`config.mk`:
```
export PLATFORM = sky130hd
export DESIGN_NAME = icdf_outq
export DESIGN_NICKNAME = d
export VERILOG_FILES = /design/src/design/inverse_cdf_table_sampler_core_macros.svh /design/src/design/icdf_pkg.sv /design/src/design/icdf_outq.sv
export SDC_FILE = /design/constraint.sdc
export NUM_CORES = 1
export LEC_CHECK = 0
export ABC_CLOCK_PERIOD_IN_PS = 2600
export BUFFER_PORTS_ARGS = -buffer_cell sky130_fd_sc_hd__buf_4
export CAP_MARGIN = 20
export CELL_PAD_IN_SITES_DETAIL_PLACEMENT = 1
export CELL_PAD_IN_SITES_GLOBAL_PLACEMENT = 1
export CORE_ASPECT_RATIO = 0.5
export CORE_UTILIZATION = 35
export CTS_CLUSTER_DIAMETER = 30
export DETAILED_ROUTE_END_ITERATION = 16
export GPL_TIMING_DRIVEN = 0
export MAX_ROUTING_LAYER = met4
export PLACE_DENSITY = 0.76
export SLEW_MARGIN = 20
export SYNTH_ARGS = -nofsm -noshare
export SYNTH_HDL_FRONTEND = slang
export SYNTH_SLANG_ARGS = --single-unit
export TNS_END_PERCENT = 1
```
`constraint.sdc`:
```
create_clock -name clk -period 2.6 [get_ports clk]
set_input_delay 0.39 -clock clk [delete_from_list [all_inputs] [get_ports clk]]
set_output_delay 0.39 -clock clk [all_outputs]
set_load 0.005 [all_outputs]
```
`src/design/inverse_cdf_table_sampler_core_macros.svh`:
```
// Assertion macros used by the sampler back end.
`ifndef INVERSE_CDF_TABLE_SAMPLER_CORE_MACROS_SVH
`define INVERSE_CDF_TABLE_SAMPLER_CORE_MACROS_SVH
`ifndef SYNTHESIS
// Same-cycle implication, checked out of reset.
`define ICDF_ASSERT_IMP(label, clk, rst_n, a, b) \
    label: assert property (@(posedge clk) disable iff (!rst_n) (a) |-> (b)) \
        else $error("assertion failed");
// Next-cycle implication, checked out of reset.
`define ICDF_ASSERT_NXT(label, clk, rst_n, a, b) \
    label: assert property (@(posedge clk) disable iff (!rst_n) (a) |=> (b)) \
        else $error("assertion failed");
`else
`define ICDF_ASSERT_IMP(label, clk, rst_n, a, b)
`define ICDF_ASSERT_NXT(label, clk, rst_n, a, b)
`endif
`endif

```
`src/design/icdf_pkg.sv`:
```
// Shared constants and types of the inverse-CDF table sampler.
package icdf_pkg;
    localparam int TABLE_DEPTH = 128;
    localparam int IDX_W       = 7;
    localparam int PROB_W      = 17;
    localparam int LEN_W       = 32;
    localparam int PROD_W      = PROB_W + LEN_W;
    localparam int CMDQ_DEPTH  = 4;
    localparam int CMDQ_PTR_W  = $clog2(CMDQ_DEPTH);
    localparam int RESQ_DEPTH  = 2;
    localparam int RESQ_PTR_W  = $clog2(RESQ_DEPTH);

    localparam logic OP_LOAD   = 1'b0;
    localparam logic OP_SAMPLE = 1'b1;

    typedef struct packed {
        logic              op;
        logic [IDX_W-1:0]  entry_index;
        logic [PROB_W-1:0] entry_probability;
        logic [LEN_W-1:0]  entry_length;
        logic [PROB_W-1:0] draw_probability;
    } cmd_t;

    typedef struct packed {
        logic [LEN_W-1:0] sample_length;
        logic [IDX_W-1:0] segment_index;
    } res_t;
endpackage

```
`src/design/icdf_outq.sv`:
```
// Result queue between the back end and the result ports.
module icdf_outq import icdf_pkg::*; (
    input  logic clk,
    input  logic rst_n,
    input  logic wr,
    output logic full,
    input  res_t wdata,
    output logic empty,
    input  logic pop,
    output res_t rdata
);
    res_t                  q_mem [RESQ_DEPTH];
    logic [RESQ_PTR_W-1:0] wr_ptr_reg, rd_ptr_reg;
    logic [RESQ_PTR_W:0]   count_reg, count_next;
    logic                  do_wr, do_rd;

    assign full  = (count_reg == (RESQ_PTR_W+1)'(RESQ_DEPTH));
    assign empty = (count_reg == '0);
    assign rdata = q_mem[rd_ptr_reg];
    assign do_wr = wr && !full;
    assign do_rd = pop && !empty;

    // Occupancy
    always_comb
    begin
        count_next = count_reg;
        if (do_wr && !do_rd)
            count_next = count_reg + 1'b1;
        else if (!do_wr && do_rd)
            count_next = count_reg - 1'b1;
    end

    always_ff @(posedge clk or negedge rst_n)
    begin
        if (!rst_n)
        begin
            wr_ptr_reg <= '0;
            rd_ptr_reg <= '0;
            count_reg  <= '0;
        end
        else
        begin
            if (do_wr)
                wr_ptr_reg <= wr_ptr_reg + 1'b1;
            if (do_rd)
                rd_ptr_reg <= rd_ptr_reg + 1'b1;
            count_reg <= count_next;
        end
    end

    always_ff @(posedge clk)
    begin
        if (do_wr)
            q_mem[wr_ptr_reg] <= wdata;
    end
endmodule

```
* Word level (Yosys, flattened, before mapping)
Memory sizes are Yosys's and may differ from the RTL's.
Index checks and enable logic that the tools add are counted.
** Storage, ports and cells
- Bits of input ports :: 43
- Register bits after elaboration :: 4
- Word-level logic and storage cells :: 23
- Bits in writable memories :: 78
- Output and inout bits :: 41
- Memories kept :: 1
** Operators by class
- Reductions and logical operators :: 10
- Add/sub/neg operators :: 4
- Equal/unequal tests :: 1
- Multiplexer cells :: 4
** Memories
- q_mem :: depth 2, width 39, read ports 1, clocked after Yosys merged registers in 0, write ports 1, RTL line icdf_outq.sv:12 : res_t q_mem [RESQ_DEPTH];
** Operators with widths (count)
- logical AND 1 bit :: 4
- zero test 1 bit :: 4
- two-way mux 2 bit :: 2
- adder 1 bit (second input constant) :: 2
- adder 2 x 1 -> 2 bit (second input constant) :: 1
- equality test 2 bit (second input constant) :: 1
- zero test 2 bit :: 1
- two-way mux 1 bit :: 2
- nonzero test 2 bit :: 1
- subtractor 2 x 1 -> 2 bit (second input constant) :: 1

* Depth between registers and ports, before layout
- Depth after elaboration :: 7
- Depth in mapped cells :: 7
- Depth with buffers taken out :: 7

* Worst setup path after synthesis
No wires, ideal clock.
- Path type :: register to register
- Start :: reg count_reg[0]
- End :: mem q_mem[0][0] (netlist bit) (enable)
- Slack :: -128 ps
- Data required time :: 2165 ps
- Arrival time :: 2293 ps
- Cell stages (with the launch flop) :: 4
- Path through :: dfrtp_1 nand2b_1 nand2_1 nor2_1
** On the way
- Cells in the longest elaborated chain, start to end :: 5
** Ends and longest elaborated chain
- from (decl) :: RTL line icdf_outq.sv:14 : logic [RESQ_PTR_W:0] count_reg, count_next;
- from (signal assigned) :: RTL line icdf_outq.sv:47 : count_reg <= count_next;
- equality test 2 bit :: RTL line icdf_outq.sv:17 : assign full = (count_reg == (RESQ_PTR_W+1)'(RESQ_DEPTH));
- zero test 1 bit :: RTL line icdf_outq.sv:20 : assign do_wr = wr && !full;
- logical AND 1 bit :: RTL line icdf_outq.sv:20
- two-way mux 1 bit :: RTL line icdf_outq.sv:53 : if (do_wr)
- two-way mux 1 bit (not written as such) :: RTL line icdf_outq.sv:54 : q_mem[wr_ptr_reg] <= wdata;
- to (decl) :: RTL line icdf_outq.sv:12
No other way between the ends.

==> Flow_metrics.wiki <==
{| class="wikitable"
! Metric !! Value
|-
| Outcome || completed
|-
| Placed standard-cell area || approximately 3800 µm²
|-
| Pin count of the biggest net entering global routing || 21
|-
| Core region area || around 8000 µm²
|-
| Die extent in x || between 100 and 150 µm
|-
| Final wirelength || a little under 6000 µm
|-
| Tcrit/Tclk final || about 70%
|-
| Total inserted antenna cells || 0
|-
| Initial cell density of the core || a little under two fifths
|-
| Fraction of layout instances using a drive strength above 1 || 59.5%
|-
| Cell area after layout || slightly above 4000 µm²
|-
| Largest vdd supply drop || between 0.0004 and 0.0005 V
|-
| Final setup fails || 0
|-
| Final hold violations || 0
|-
| Worst path slowest cell || sky130_fd_sc_hd__dfrtp_1
|-
| Data arrival time at the worst-slack endpoint || approximately 1500 ps
|-
| Flip-flop count of the largest register, all copies and words added || roughly 80
|-
| Post-Synthesis Cell Area || 3010 µm²
|-
| Beginning of the critical path || rd_ptr_reg
|-
| Post-cts resize count || 0
|-
| Vias per cell || 4.39
|-
| Share of the synthesized area in the top cell type || between 70% and 80%
|-
| # DRC || 0
|-
| Synth Area per Inst || approximately 21 µm²
|-
| Longest Clk Path Bufs || 2
|-
| Syn nets || between 150 and 200
|-
| Multi-input gate area in the final layout || between 500 and 600 µm²
|-
| Placer congestion estimate || approximately 0.65
|-
| Lkg Pwr || between 1.5 and 2 nW
|-
| Insertion delay of the later-clocked pin in the worst-skew pair || 320 ps
|-
| Wire length of the first global-routing pass || 8850 µm
|-
| Standard-cell row count || 23
|-
| Cell breakdown of the critical path || buf_4 > mux2_2 > buf_4
|-
| Iteration-0 DRC Markers || 85
|-
| Class of the tightest hold or removal check || in2reg
|-
| RSZ-0062 raised after global routing || false
|-
| Post-route ant nets || 0
|-
| Number of global-route vias before repair || approximately 1700
|-
| Sequential fraction of the synthesis area || around four fifths
|-
| Crit-path max FO || 10
|-
| WP data required || ~2200 ps
|-
| Gate count of the mapped netlist || 140
|-
| Number of sinks on the clock net || 82
|-
| Final number of max-transition violations || 0
|-
| Nets || between 200 and 300
|-
| Final min period || about 1900 ps
|-
| Most frequent cell after synthesis || sky130_fd_sc_hd__edfxtp_1
|-
| Final non-filler cell total || approximately 350
|-
| Overall routing resource usage || between 10 and 15%
|-
| Maximum operating frequency || 535 MHz
|-
| Top cells by count, synth || sky130_fd_sc_hd__edfxtp_1, sky130_fd_sc_hd__mux2_2, sky130_fd_sc_hd__buf_4, sky130_fd_sc_hd__dfrtp_1
|-
| Cell family with the largest share of critical-path delay || flip-flops
|-
| CP max stage delay || 410 ps
|-
| Count of input and output buffers || 83
|-
| Placed Instances || 337
|-
| Clock transition at path regs || around 60 ps
|-
| Critical Path End Type || output port
|-
| Root Buffer Master || sky130_fd_sc_hd__clkbuf_16
|-
| Total half-perimeter wirelength after legalization and detailed placement || between 4000 and 5000 µm
|-
| Overflow left after global routing || 0
|-
| Die outline area || about 9000 µm²
|-
| DR pass1 iterations || 4
|-
| Die height || roughly 68 µm
|-
| Worst slew margin relative to its limit || between 50% and 60%
|-
| Seq cells post-synth || slightly above 80
|-
| Dominant cell type by area after synthesis || sky130_fd_sc_hd__edfxtp_1
|-
| Number of antenna violations at the first check in global routing || 0
|-
| Total power consumption of the routed design || 4.51 mW
|-
| Yosys Warn Count || 0
|-
| H-tree levels || 3
|-
| Clock tree from TritonCTS || done
|-
| Layout Area Growth over Synthesis || 37.3%
|-
| Combined buffer and inverter count along the critical path || 2
|-
| Power density of the placed cells || 1090 nW/µm²
|-
| Reg-to-reg critical path startpoint || count_reg[0]
|-
| Filler cell count in the final layout || slightly below 800
|-
| Inserted Clock Buffers || 9
|-
| Setup Skew || ~5 ps
|-
| Per-cell routed wire length || 16.3 µm
|-
| Cell seen most often among critical-path stages || sky130_fd_sc_hd__buf_4
|-
| Start-to-end type of the worst setup path || reg2out
|-
| Number of synthesized flops with an enable pin || 78
|-
| Async set-or-reset flop fraction in the synthesized netlist || a little under 5%
|-
| Total via count in the routed design || about 1600
|-
| Ranking of synthesized cells by area || sky130_fd_sc_hd__edfxtp_1, sky130_fd_sc_hd__mux2_2, sky130_fd_sc_hd__dfrtp_1
|-
| Slew at the pin closest to its max-slew limit || about 670 ps
|-
| Register Area || 2440 µm²
|-
| Count of unique library cells instantiated by Yosys || 13
|-
| Most instantiated flip-flop cell in the synthesis netlist || sky130_fd_sc_hd__edfxtp_1
|-
| I/O Pins || 84
|-
| Element type at the critical path start || flip-flop
|-
| Beginning of the worst hold path || wdata[12]
|-
| Number of maximum-capacitance constraint violations || 0
|}
[power breakdown]
part | leakage, nW | switching (mW) | internal, mW
Sequential | 0.771 | 0.0983 | 1.81
Combinational | 0.656 | 0.611 | 0.808
Clock | 0.143 | 0.457 | 0.722
[kinds of logic (layout without fill, tap and decap cells)]
| family | after synthesis | in the layout | synth area share [%] |
|---|---|---|---|
| flip-flops | 82 | 82 | 81.2 |
| multiplexers | 39 | 39 | 14.6 |
| AND/OR/NAND/NOR | 6 | 6 | 0.915 |
| buffers and inverters | 6 | 108 | 1.25 |
| XOR/XNOR | 5 | 5 | 1.46 |
| adder cells (fa/ha/maj) | 1 | 1 | 0.416 |
| AO/OA/AOI/OAI | 1 | 1 | 0.166 |
[final timing paths]
kind	to	slack (ps)	cells past startpoint
worst max-delay path	rdata[7]	730	3
worst min-delay path	q_mem[1][12]	250	1
worst max register to register	q_mem[0][34]	770	4
worst min register to register	count_reg[1]	520	1
max in group asynchronous	rd_ptr_reg	2110	2
min in group asynchronous	count_reg[1]	390	2
[worst reg2reg max path, stage by stage, from the launching register on]
cell and delay (ps):
sky130_fd_sc_hd__dfrtp_1 420, sky130_fd_sc_hd__nand2b_1 160, sky130_fd_sc_hd__nand2_1 140, sky130_fd_sc_hd__nor2_4 550
sky130_fd_sc_hd__buf_16 250
[layout by cell type, fill, tap and decap left out, types with 3 or more instances in the layout]
| master | count |
|---|---|
| sky130_fd_sc_hd__buf_4 | 87 |
| sky130_fd_sc_hd__xnor2_1 | 3 |
| sky130_fd_sc_hd__mux2_2 | 39 |
| sky130_fd_sc_hd__edfxtp_1 | 78 |
| sky130_fd_sc_hd__clkbuf_8 | 3 |
| sky130_fd_sc_hd__clkbuf_16 | 9 |
| sky130_fd_sc_hd__dfrtp_1 | 4 |
[stage by stage]
stage          utilization (%)  setup TNS, ps  hold WS (ps)  setup slack [ps]
2_1_floorplan                -              0          94.4               516
3_3_place_gp              46.2          -2210           187             -58.2
3_5_place_dp              46.9              0           193               737
4_1_cts                   50.5              0           236               706
5_1_grt                   50.5              0           231               655
6_report                  50.5              0           247               732
[what timing repair did]
| action | 4_1_cts | 5_1_grt |
|---|---|---|
| buffers inserted | 0 | 0 |
| hold buffers | 1 | 0 |
| endpoints found under the hold margin | 4 | 0 |
[cell type report]
cell class,instances,share of cell area (%)
Sequential cell,82,59.2
Timing Repair Buffer,86,16.7
Multi-Input combinational cell,52,13.0
Clock buffer,14,6.64
Tap cell,112,3.39
Buffer,4,0.727
Clock inverter,2,0.242
Inverter,2,0.182
[routing by layer]
metal	GRT usage (%)	part of all wire, %
met2	24.5	55
met5	-	0
met4	6.25	1.5
met3	4.50	2.9
met1	15.6	41
(Power assumes the default switching activity.)
