## src/design/inverse_cdf_table_sampler_core_macros.svh

```systemverilog
// Assertion macros used by the sampler back end.
`ifndef INVERSE_CDF_TABLE_SAMPLER_CORE_MACROS_SVH
`define INVERSE_CDF_TABLE_SAMPLER_CORE_MACROS_SVH
`ifndef SYNTHESIS
// Same-cycle implication, checked out of reset.
`define ICDF_ASSERT_IMP(label, clk, rst_n, a, b) \
    label: assert property (@(posedge clk) disable iff (!rst_n) (a) |-> (b)) \
        else $error("assertion failed");
// Next-cycle implication, checked out of reset.
`define ICDF_ASSERT_NXT(label, clk, rst_n, a, b) \
    label: assert property (@(posedge clk) disable iff (!rst_n) (a) |=> (b)) \
        else $error("assertion failed");
`else
`define ICDF_ASSERT_IMP(label, clk, rst_n, a, b)
`define ICDF_ASSERT_NXT(label, clk, rst_n, a, b)
`endif
`endif

```

## src/design/icdf_pkg.sv

```systemverilog
// Shared constants and types of the inverse-CDF table sampler.
package icdf_pkg;
    localparam int TABLE_DEPTH = 128;
    localparam int IDX_W       = 7;
    localparam int PROB_W      = 17;
    localparam int LEN_W       = 32;
    localparam int PROD_W      = PROB_W + LEN_W;
    localparam int CMDQ_DEPTH  = 4;
    localparam int CMDQ_PTR_W  = $clog2(CMDQ_DEPTH);
    localparam int RESQ_DEPTH  = 2;
    localparam int RESQ_PTR_W  = $clog2(RESQ_DEPTH);

    localparam logic OP_LOAD   = 1'b0;
    localparam logic OP_SAMPLE = 1'b1;

    typedef struct packed {
        logic              op;
        logic [IDX_W-1:0]  entry_index;
        logic [PROB_W-1:0] entry_probability;
        logic [LEN_W-1:0]  entry_length;
        logic [PROB_W-1:0] draw_probability;
    } cmd_t;

    typedef struct packed {
        logic [LEN_W-1:0] sample_length;
        logic [IDX_W-1:0] segment_index;
    } res_t;
endpackage

```

## src/design/icdf_front.sv

```systemverilog
// Front end: accepts requests, classifies them and queues them for the back end.
module icdf_front import icdf_pkg::*; (
    input  logic              clk,
    input  logic              rst_n,
    input  logic              push,
    output logic              full,
    input  logic              op,
    input  logic [IDX_W-1:0]  entry_index,
    input  logic [PROB_W-1:0] entry_probability,
    input  logic [LEN_W-1:0]  entry_length,
    input  logic [PROB_W-1:0] draw_probability,
    output logic              cmd_valid,
    input  logic              cmd_ready,
    output cmd_t              cmd
);
    cmd_t                    q_mem [CMDQ_DEPTH];
    logic [CMDQ_PTR_W-1:0]   wr_ptr_reg, wr_ptr_next;
    logic [CMDQ_PTR_W-1:0]   rd_ptr_reg, rd_ptr_next;
    logic [CMDQ_PTR_W:0]     count_reg, count_next;
    logic                    do_wr, do_rd;
    cmd_t                    in_cmd;

    // Classify: only the fields the operation uses are kept
    always_comb
    begin
        in_cmd = '0;
        in_cmd.op = op;
        if (op == OP_LOAD)
        begin
            in_cmd.entry_index       = entry_index;
            in_cmd.entry_probability = entry_probability;
            in_cmd.entry_length      = entry_length;
        end
        else
        begin
            in_cmd.draw_probability = draw_probability;
        end
    end

    assign full      = (count_reg == (CMDQ_PTR_W+1)'(CMDQ_DEPTH));
    assign cmd_valid = (count_reg != '0);
    assign cmd       = q_mem[rd_ptr_reg];
    assign do_wr     = push && !full;
    assign do_rd     = cmd_valid && cmd_ready;

    // Pointer and count update
    always_comb
    begin
        wr_ptr_next = do_wr ? wr_ptr_reg + 1'b1 : wr_ptr_reg;
        rd_ptr_next = do_rd ? rd_ptr_reg + 1'b1 : rd_ptr_reg;
        count_next  = count_reg;
        if (do_wr && !do_rd)
            count_next = count_reg + 1'b1;
        else if (!do_wr && do_rd)
            count_next = count_reg - 1'b1;
    end

    always_ff @(posedge clk or negedge rst_n)
    begin
        if (!rst_n)
        begin
            wr_ptr_reg <= '0;
            rd_ptr_reg <= '0;
            count_reg  <= '0;
        end
        else
        begin
            wr_ptr_reg <= wr_ptr_next;
            rd_ptr_reg <= rd_ptr_next;
            count_reg  <= count_next;
        end
    end

    // Queue storage
    always_ff @(posedge clk)
    begin
        if (do_wr)
            q_mem[wr_ptr_reg] <= in_cmd;
    end
endmodule

```

## config.mk

```make
export PLATFORM = sky130hd
export DESIGN_NAME = icdf_front
export DESIGN_NICKNAME = d
export VERILOG_FILES = /design/src/design/inverse_cdf_table_sampler_core_macros.svh /design/src/design/icdf_pkg.sv /design/src/design/icdf_front.sv
export SDC_FILE = /design/constraint.sdc
export NUM_CORES = 1
export LEC_CHECK = 0
export BUFFER_PORTS_ARGS = -buffer_cell sky130_fd_sc_hd__buf_2
export CORE_MARGIN = 3
export CORE_UTILIZATION = 57
export DETAILED_ROUTE_END_ITERATION = 8
export PLACE_DENSITY = 0.79
export REMOVE_ABC_BUFFERS = 1
export SLEW_MARGIN = 20
export SYNTH_ARGS = -nofsm -noshare
export SYNTH_HDL_FRONTEND = slang
export SYNTH_SLANG_ARGS = --single-unit
```

## constraint.sdc

```tcl
create_clock -name clk -period 4.1 [get_ports clk]
set_clock_uncertainty 0.2 [all_clocks]
set_input_delay 0.82 -clock clk [delete_from_list [all_inputs] [get_ports clk]]
set_output_delay 0.82 -clock clk [all_outputs]
set_load 0.05 [all_outputs]
```

; ---- Word-level counts from Yosys, hierarchy flattened
; Memory sizes are Yosys's and may differ from the RTL's.
; Index checks and enable logic that the tools add are counted.
[totals]
register_bits = 7
ram_bits = 296
input_bits = 78
out_inout_bits = 76
word_cells = 24
mem_count = 1
[op_classes]
n_addsub = 4
eq_ne = 1
muxes = 6
reduce_logical = 9
[mem_list]
columns = name, depth, width, read_ports, rd_clocked_by_memory_dff, write_ports, line
row1 = q_mem, 4, 74, 1, 0, 1, icdf_front.sv:16  ; cmd_t q_mem [CMDQ_DEPTH];
[ops]
columns = cell, n
row1 = $mux W56, 1
row2 = $mux W17, 1
row3 = $mux W3, 2
row4 = $add A2 B1 Y2 const B, 2
row5 = $logic_and A1 B1 Y1, 4
row6 = $add A3 B1 Y3 const B, 1
row7 = $eq A3 B3 Y1 const B, 1
row8 = $logic_not A1 Y1, 3
row9 = $reduce_bool A3 Y1, 1
row10 = $sub A3 B1 Y3 const B, 1
row11 = $mux W1, 2
row12 = $reduce_bool A2 Y1, 1

; ---- Depth between registers and ports, before layout
; Gate-level depths: netlist (run 1).
[logic_depth]
word_depth = 7
depth_mapped = 9
mapped_depth_nobuf = 8

; ---- Worst setup path before layout (run 1)
; Ideal clock, no wire load.
[synth_path]
path_type = input to register
startpoint = input port push
endpoint = memory q_mem[0][0] (netlist name), enable pin
setup_ns = 0.440
arrival_ns = 2.832
t_required_ns = 3.460
path_slack_ns = 0.628
cell_stages = 3
cell_sequence = nor2b_1 buf_2 and2_1
[synth_between]
elab_chain_len = 3
[synth_rtl]
columns = element, line
row1 = from (decl), icdf_front.sv:5  ; input logic push,
row2 = $logic_and A1 B1 Y1, icdf_front.sv:43  ; assign do_wr = push && !full;
row3 = named net do_wr, icdf_front.sv:20  ; logic do_wr, do_rd;
row4 = $mux W1, icdf_front.sv:77  ; if (do_wr)
row5 = $mux W1 (implied by the code), icdf_front.sv:78  ; q_mem[wr_ptr_reg] <= in_cmd;
row6 = to (decl), icdf_front.sv:16
; The timed path passes the listed nets, and every way through them passes these cells.

==> results of run 1 <==
[layout by cell type (no fill, tap or decap), drive strengths merged]
cell type / n
clkinvlp: 2
mux4: 74
dlygate4sd3: 1
nand2: 1
clkinv: 7
nor3b: 1
fa: 1
xnor2: 4
buf: 163
xor2: 2
ha: 5
dfrtp: 7
or3: 1
edfxtp: 296
nor2b: 57
and2: 21
nor2: 1
inv: 3
clkbuf: 36
mux2: 2
bufinv: 6
nand3: 1
[final cells by class]
cell class,count,share of cell area (%)
tap,265,2.42
clock buffer,36,5.50
multi-input combinational,171,17.2
sequential,303,66.3
inverter,3,0.0823
clock inverter,15,1.68
timing repair buffer,164,6.77
[routing by layer]
layer  global-route usage, %  part of all wire, %  wire (um)
met1                    28.4                   42       8680
met2                    31.1                   49      10300
met3                    3.83                  6.9       1430
met4                    4.94                  1.8        376
met5                       0                0.043          9
[power groups by stage]
stage | clock (uW) | combinational (uW) | sequential, uW
global route | 2910 | 4500 | 4440
CTS | 2770 | 4360 | 4390
detailed placement | 0 | 4330 | 4450
global placement | 0 | 4280 | 4400
floorplan | 0 | 3190 | 4560
finish | 2720 | 4290 | 4380
[Yosys cell counts]
library cell	n
buf_6	1
ha_1	5
xnor2_1	4
mux4_2	74
nor3b_2	1
buf_2	7
edfxtp_1	296
nor2_1	1
nand3_1	1
buf_12	5
xor2_1	2
fa_1	1
or3_1	1
buf_4	3
and2_1	21
mux2_2	2
dfrtp_1	7
nor2b_1	57
inv_1	3
clkbuf_1	10
nand2_1	1
[cell families after synthesis]
family	count (synthesis)
muxes	76
adders and majority gates	6
xor gates and xnor gates	6
buffers and inverters	29
DFF	303
and+or+nand+nor	83
[through the flow]
stage,cell area [sq um],instances,utilization [%]
finish,13700,957,69.4
detailed placement,12700,905,64.3
global placement,12700,905,64.3
floorplan,11400,477,-
CTS,13700,957,69.4
global route,13700,957,69.4
[worst max-delay path by stage]
| stage | to | cells past startpoint | slack, ps | from |
|---|---|---|---|---|
| global placement | cmd[8] | 3 | 1160 | rd_ptr_reg[0] |
| CTS | cmd[5] | 3 | 560 | rd_ptr_reg[0] |
| detailed placement | cmd[8] | 3 | 1150 | rd_ptr_reg[0] |
| floorplan | cmd[0] | 1 | -700 | rd_ptr_reg[0] |
| global route | cmd[5] | 3 | 460 | rd_ptr_reg[0] |
| finish | cmd[5] | 3 | 610 | rd_ptr_reg[0] |
[worst max-delay path, cell delays in order, from the launching register on]
cell and delay [ps]:
dfrtp_4 620, buf_12 370, mux4_2 610, buf_2 240
[repair_timing]
action | 4_1_cts | 5_1_grt
hold endpoints to repair | 7 | 0
endpoints found under the setup margin | 0 | 0
hold buffers | 1 | 0
==> impl_metrics.ini, run 1 <==
[timing]
max_slew_margin_pct = 57.9
fin_crit_ps = 3490
maxSlewViolCount = 0
rsz0062_at_grt = no
fin_crit_sh_pct = 85.2
fmax_ghz = 0.286
fin_setup_tns_ps = 0
final-setup-viol-count = 0
hold_viol = 0
whs_ps = 328
worstMarginPinSlew_ps = 632
worst_slack_ps = 605

[min_path]
worstHoldStart = count_reg[2]
holdPathEnd = count_reg[2]
min_delay_path_depth = 1
min_path_type = flop to flop

[logic_synthesis]
synth-compound-area-share_pct = 0
synthXorXnorAreaFrac_pct = 0.452
synth-simple-area-share_pct = 4.47
syn_area_sq_um = 11600
syn_avg_cell_area_sq_um = 23.1
yosysSeqAreaShare_pct = 78.0
synthMuxAreaShare_pct = 14.5
synth_top_family_by_area = multiplexers
netlist.area_leader.share_pct = 76.5
ys_ff_latch = 303
synth_area_leaders = edfxtp_1 (76%), mux4_2 (14%), nor2b_1 (3.1%)
synthAdderAreaFrac_pct = 0.710
synth_largest_area_cell = edfxtp_1
ys_types = 21
synthesis.instances = 503
yosysWarnings = 0

[cells_and_area]
regArea_sq_um = 9070
num_antenna_cells = 0
fin_nets = 755
multi_input_area_sq_um = 2350
largest_reg_flops = 296
drive_above_1_share_pct = 41.9
fill_cells = 1194
area_growth_pct = 17.6

[grt]
grt_start_max_net_pins = 51
grt_pass1_vias = 5859
grt_pass1_wl_um = 33100
grt-ovfl-total = 0
antenna_found_initial = 1
track_usage_pct = 19.4

[cts]
clkTransAtPathRegs_ps = 60
worstSkewPairLatency_ps = 530
clock_tree.root_cell = clkbuf_16
cts_resized = 0
clkSinkCount = 303
post-cts-setup-buffers = 0
cts_tree = built
htreeDepth = 1
clock_path_buffers = 3
cts_buffers = 28

[power_and_ir_drop]
p_sw_share_pct = 37.6
p_int_uw = 7110
p_leak_uw = 0.00476
vdd_drop_max_v = 0.000473
switchingPower_uw = 4280
seq_power_share_pct = 38.5
p_comb_share_pct = 37.7
pwr_density_cell_nw_per_um2 = 833
p_clk_share_pct = 23.8
fin_total_pwr_uw = 11400

[setup_path]
crit_type = flop to primary output
endpoint_kind = primary output
startpoint_type = flop
critPathMaxFanout = 50
cp.required_ps = 3080
r2r_end = q_mem[2][42]
ff2ff_setup_slack_ps = 1500
r2r_cells = 4
rr_startpoint = count_reg[2]
critical_path_arrival_ps = 2470

[floorplan]
die-area_sq_um = 22100
die_x_um = 149
coreArea_sq_um = 19700
io_pins = 154
die_y_um = 149
row_count = 51
initial_core_util_pct = 59.0

[route]
vias = 5400
avgRoutedWirePerCell_um = 21.7
ant_nets = 0
drc = 0
drt-initial-drc-count = 341
drtPass1Iterations = 4
drt-vias-per-instance = 5.64
routed_wl_um = 20800

[run]
max-cap-violations = 0

[placed_design]
gp_congestion = 0.730
hpwl_um = 12200
numPortBuffers = 153
dpl_worst_slack_ps = 1150

[run_status]
status = completed
Note: power is estimated with default switching activity, not from simulation.
==> run 2, diff against run 1 <==
Settings changed: CELL_PAD_IN_SITES_DETAIL_PLACEMENT set to 1, CELL_PAD_IN_SITES_GLOBAL_PLACEMENT set to 1, CORE_UTILIZATION 57 to 50, PLACE_DENSITY 0.79 to not set, PLACE_DENSITY_LB_ADDON set to 0.1.
==> impl_metrics.ini, run 2 (synthesis gave the netlist of run 1 again) <==
[cells_and_area]
largest_reg_flops = 296
area_growth_pct = 19.3
final_cell_mix = edfxtp_1 (296), buf_2 (153), mux4_2 (74)
num_antenna_cells = 0
final_area_sq_um = 13900
fin_nets = 763
final_core_util_pct = 60.9
finalNonFillerCells = 1015
final_common_cell = edfxtp_1
drive_above_1_share_pct = 41.9
fill_cells = 1944
multi_input_area_sq_um = 2350
regArea_sq_um = 9070

[grt]
grt_pass1_vias = 5993
top_usage_layer = met2
track_usage_pct = 18.3
grtUsageMet3_pct = 3.72
grt_pass1_wl_um = 34300
use_met1_pct = 25.0
grt-ovfl-total = 0
antenna_found_initial = 0
grt_start_max_net_pins = 48
grt_util_met2_pct = 30.7

[route]
drc = 0
routed_wl_um = 22400
vias = 5424
drt-vias-per-instance = 5.34
drtPass1Iterations = 4
ant_nets = 0
drt-initial-drc-count = 418
avgRoutedWirePerCell_um = 22.1

[setup_path]
endpoint_kind = primary output
startpoint_type = flop
ff2ff_setup_slack_ps = 1460
r2r_cells = 4
cp_slowest_cell = dfrtp_4
rr_startpoint = count_reg[2]
cp.required_ps = 3080
critPathMaxFanout = 23
critical_path_arrival_ps = 2370
worstPathCellList = buf_4 -> mux4_2 -> buf_2
crit_type = flop to primary output
r2r_end = q_mem[1][41]
max_stage_delay_ps = 730

[power_and_ir_drop]
p_clk_share_pct = 24.8
p_comb_share_pct = 37.1
vdd_drop_max_v = 0.000498
seq_power_share_pct = 38.1
pwr_density_cell_nw_per_um2 = 835
switchingPower_uw = 4370
p_int_uw = 7210
p_sw_share_pct = 37.8
p_leak_uw = 0.00483
fin_total_pwr_uw = 11600

[cts]
post-cts-setup-buffers = 0
cts_resized = 0
clock_tree.root_cell = clkbuf_16
worstSkewPairLatency_ps = 500
clkSinkCount = 303
htreeDepth = 2
cts_buffers = 34
clkTransAtPathRegs_ps = 60
cts_tree = built
clock_path_buffers = 3
ctsHoldBuffers = 1

[timing]
final-setup-viol-count = 0
fin_crit_ps = 3390
fin_crit_sh_pct = 82.6
worstMarginPinSlew_ps = 729
max_slew_margin_pct = 51.4
rsz0062_at_grt = no
maxSlewViolCount = 0
fin_setup_tns_ps = 0
hold_viol = 0
fmax_ghz = 0.295

[floorplan]
coreArea_sq_um = 22800
row_count = 55
die-area_sq_um = 25100
io_pins = 154
die_y_um = 158
initial_core_util_pct = 51.0
die_x_um = 158

[placed_design]
hpwl_um = 13400
numPortBuffers = 153
dpl_cell_area_sq_um = 12800
gp_congestion = 0.687
placedCellCount = 955

[run]
max-cap-violations = 0

[min_path]
worstHoldStart = count_reg[2]
min_delay_path_depth = 1
min_path_type = flop to flop
holdPathEnd = count_reg[2]

[run_status]
status = completed
run 2: cell types whose count changed in the layout (fill, tap and decap cells not counted):
cell	before	now
clkinv_1	0	9
clkbuf_16	29	37
bufinv_16	6	2
clkbuf_1	7	4
buf_12	6	8
clkinvlp_4	2	0
run 2: worst max-delay path by stage:
stage | from | end | slack [ps] | cells past startpoint
final | rd_ptr_reg[0] | cmd[18] | 710 | 3
after global routing | rd_ptr_reg[0] | cmd[18] | 560 | 3
after CTS | rd_ptr_reg[0] | cmd[27] | 620 | 3
after detailed placement | push | q_mem[1][20] | 1100 | 4
after global placement | push | q_mem[1][20] | 1110 | 4
after floorplan | rd_ptr_reg[0] | cmd[0] | -700 | 1
run 2: cell type report:
type                            instances  share of cell area [%]
Sequential cell                       303                    65.4
Timing Repair Buffer                  166                    6.97
Multi-Input combinational cell        171                    17.0
Clock buffer                           41                    6.79
Inverter                                3                  0.0812
Tap cell                              313                    2.82
Clock inverter                         18                   0.930
run 2: critical path: cells and delay by family (launching register included):
family | cells | cell delay [ps]
flops | 1 | 730
buf+inv | 2 | 570
mux | 1 | 550
run 2: per-stage QoR:
step	setup slack, ps	hold slack, ps
3_5_place_dp	1100	311
6_report	712	316
2_1_floorplan	-704	245
5_1_grt	559	329
4_1_cts	623	321
3_3_place_gp	1110	263
run 2: power by group through the flow:
stage / clock [uW] / sequential [uW] / combinational [uW]
3_3_place_gp: 0 / 4430 / 4350
6_report: 2870 / 4410 / 4300
5_1_grt: 3090 / 4470 / 4550
2_1_floorplan: 0 / 4560 / 3190
4_1_cts: 2940 / 4420 / 4390
3_5_place_dp: 0 / 4490 / 4380
run 2: layer usage:
metal | routed length (um) | vias up
met5 | 0 | -
li1 | - | 2399
met3 | 1190 | 31
met1 | 9410 | 2849
met4 | 415 | 0
met2 | 11400 | 145
==> run 3, diff against run 2 <==
Settings changed: ABC_AREA set to 1, CORE_UTILIZATION 50 to 42.
Clock period 4.1 ns to 2.9 ns, I/O delays scaled along.
==> impl_metrics.ini, run 3 <==
[run_status]
status = completed

[floorplan]
coreArea_sq_um = 29200
initial_core_util_pct = 43.4
row_count = 62
io_pins = 154
die_x_um = 180
die-area_sq_um = 32300
die_y_um = 180

[cells_and_area]
fill_cells = 3064
area_growth_pct = 20.5
regArea_sq_um = 9070
final_common_cell = edfxtp_1
largest_reg_flops = 296
multi_input_area_sq_um = 2470
num_antenna_cells = 0
fin_nets = 1325
drive_above_1_share_pct = 18.8
final_cell_mix = edfxtp_1 (296), nand2_1 (257), inv_1 (235)

[power_and_ir_drop]
p_sw_share_pct = 43.3
vdd_drop_max_v = 0.000735
pwr_density_cell_nw_per_um2 = 1180
switchingPower_uw = 7840
p_int_uw = 10300
p_clk_share_pct = 23.2
p_leak_uw = 0.00659
seq_power_share_pct = 33.4
p_comb_share_pct = 43.4

[grt]
top_usage_layer = met2
grt_pass1_wl_um = 45800
grtUsageMet3_pct = 3.03
grt_util_met2_pct = 31.3
use_met1_pct = 23.0
antenna_found_initial = 1
track_usage_pct = 17.8
grt-ovfl-total = 0
grt_start_max_net_pins = 77
grt_pass1_vias = 8452

[min_path]
worstHoldStart = push
min_delay_path_depth = 3
holdPathEnd = wr_ptr_reg[0]
min_path_type = input pin to flop

[cts]
clkSinkCount = 303
cts_tree = built
htreeDepth = 2
cts_buffers = 34
clock_tree.root_cell = clkbuf_16
post-cts-setup-buffers = 0
clkTransAtPathRegs_ps = 60
clock_path_buffers = 3
worstSkewPairLatency_ps = 500

[logic_synthesis]
ys_ff_latch = 303
syn_area_sq_um = 12700
yosysMostFrequentCell = edfxtp_1
yosysSeqAreaShare_pct = 71.5
synth_area_leaders = edfxtp_1 (70%), o211ai_1 (8.8%), nand2_1 (7.6%)
synthesis.instances = 1078
ys_types = 19
synth_edf_count = 296
netlist.area_leader.share_pct = 70.1
syn_avg_cell_area_sq_um = 11.8
synth_largest_area_cell = edfxtp_1
ys_top_cells_by_count = edfxtp_1 (296), nand2_1 (257), inv_1 (235), o211ai_1 (148), nor2_1 (60)
yosysWarnings = 0
async_flop_share_pct = 2.31
ys.flop_type = edfxtp_1

[placed_design]
gp_congestion = 0.698
hpwl_um = 17200
numPortBuffers = 153
dpl_worst_slack_ps = 481

[timing]
whs_ps = 139
worst_slack_ps = 83.2
fmax_ghz = 0.355
max_slew_margin_pct = 63.4
fin_crit_sh_pct = 97.1
fin_setup_tns_ps = 0
final-setup-viol-count = 0
hold_viol = 0
fin_crit_ps = 2820
maxSlewViolCount = 0
worstMarginPinSlew_ps = 548

[route]
drtPass1Iterations = 4
avgRoutedWirePerCell_um = 18.1
drt-vias-per-instance = 4.93
vias = 8130
routed_wl_um = 29800
drc = 0
drt-initial-drc-count = 442
ant_nets = 0

[setup_path]
ff2ff_setup_slack_ps = 490
startpoint_type = flop
cp.required_ps = 2120
critPathMaxFanout = 19
crit_type = flop to primary output
critical_path_arrival_ps = 2040
rr_startpoint = count_reg[0]
endpoint_kind = primary output
r2r_end = count_reg[2]
r2r_cells = 11

[run]
max-cap-violations = 0
[run 3: cell count changes after synthesis, moves of 3 or more]
| cell | before | now |
|---|---|---|
| mux4_2 | 74 | 0 |
| and2_1 | 21 | 0 |
| buf_1 | 0 | 7 |
| buf_12 | 5 | 0 |
| o211ai_1 | 0 | 148 |
| nand2_1 | 1 | 257 |
| nor2_1 | 1 | 60 |
| nand3_1 | 1 | 7 |
| xnor2_1 | 4 | 1 |
| inv_1 | 3 | 235 |
| nor2b_1 | 57 | 0 |
| clkbuf_1 | 10 | 6 |
| buf_2 | 7 | 38 |
[run 3: timing repair]
item	CTS	global route
endpoints found under the setup margin	13	59
hold buffers	1	0
endpoints found under the hold margin	7	0
resized for setup	5	7
gates cloned	0	5
[run 3: cell families after synthesis]
group           count (synthesis)  synth area share [%]
simple gates                  325                  9.71
flops                         303                  71.5
buf+inv                       294                  9.32
compound gates                149                  8.80
fa+ha+maj                       6                 0.651
xor+xnor                        1                0.0691
[run 3: worst max-delay path, stage by stage (launching register included)]
cell and delay, ps:
dfrtp_4 590, inv_16 170, buf_4 250, o211ai_1 120, nand2_1 120, buf_2 270
[run 3: cell type report]
type / count / area share (%)
Tap cell: 384 / 3.14
Timing Repair inverter: 2 / 0.115
Timing Repair Buffer: 182 / 8.03
Sequential cell: 303 / 59.4
Inverter: 237 / 5.96
Clock inverter: 22 / 1.11
Clock buffer: 39 / 6.11
Multi-Input combinational cell: 481 / 16.2
[run 3: power by group through the flow]
stage / Clock [uW] / Combinational [uW] / Sequential [uW]
after floorplan: 0 / 5330 / 6210
after global placement: 0 / 7620 / 6060
after detailed placement: 0 / 7730 / 6100
after CTS: 4310 / 7830 / 6010
after global routing: 4490 / 8510 / 6120
final: 4200 / 7850 / 6050
[run 3: worst max-delay path by stage]
stage	startpoint	endpoint	slack (ps)	cells past startpoint
after floorplan	count_reg[0]	q_mem[0][0]	-1620	4
after global placement	rd_ptr_reg[1]	cmd[73]	530	5
after detailed placement	count_reg[0]	count_reg[1]	480	9
after CTS	rd_ptr_reg[0]	cmd[8]	-8	5
after global routing	rd_ptr_reg[0]	cmd[55]	-0.7	5
final	rd_ptr_reg[0]	cmd[55]	80	5
[run 3: per-layer routing]
metal	up-vias	routed length [um]
met5	-	13
met4	2	481
met3	40	1250
met2	159	14900
met1	4000	13100
li1	3929	-
[run 3: per-stage QoR]
step	power, uW	utilization (%)	cells	area, sq um
floorplan	11500	-	1021	12400
global placement	13700	47.9	1583	14000
detailed placement	13800	47.9	1583	14000
CTS	18100	51.9	1645	15200
global route	19100	52.2	1650	15300
finish	18100	52.2	1650	15300
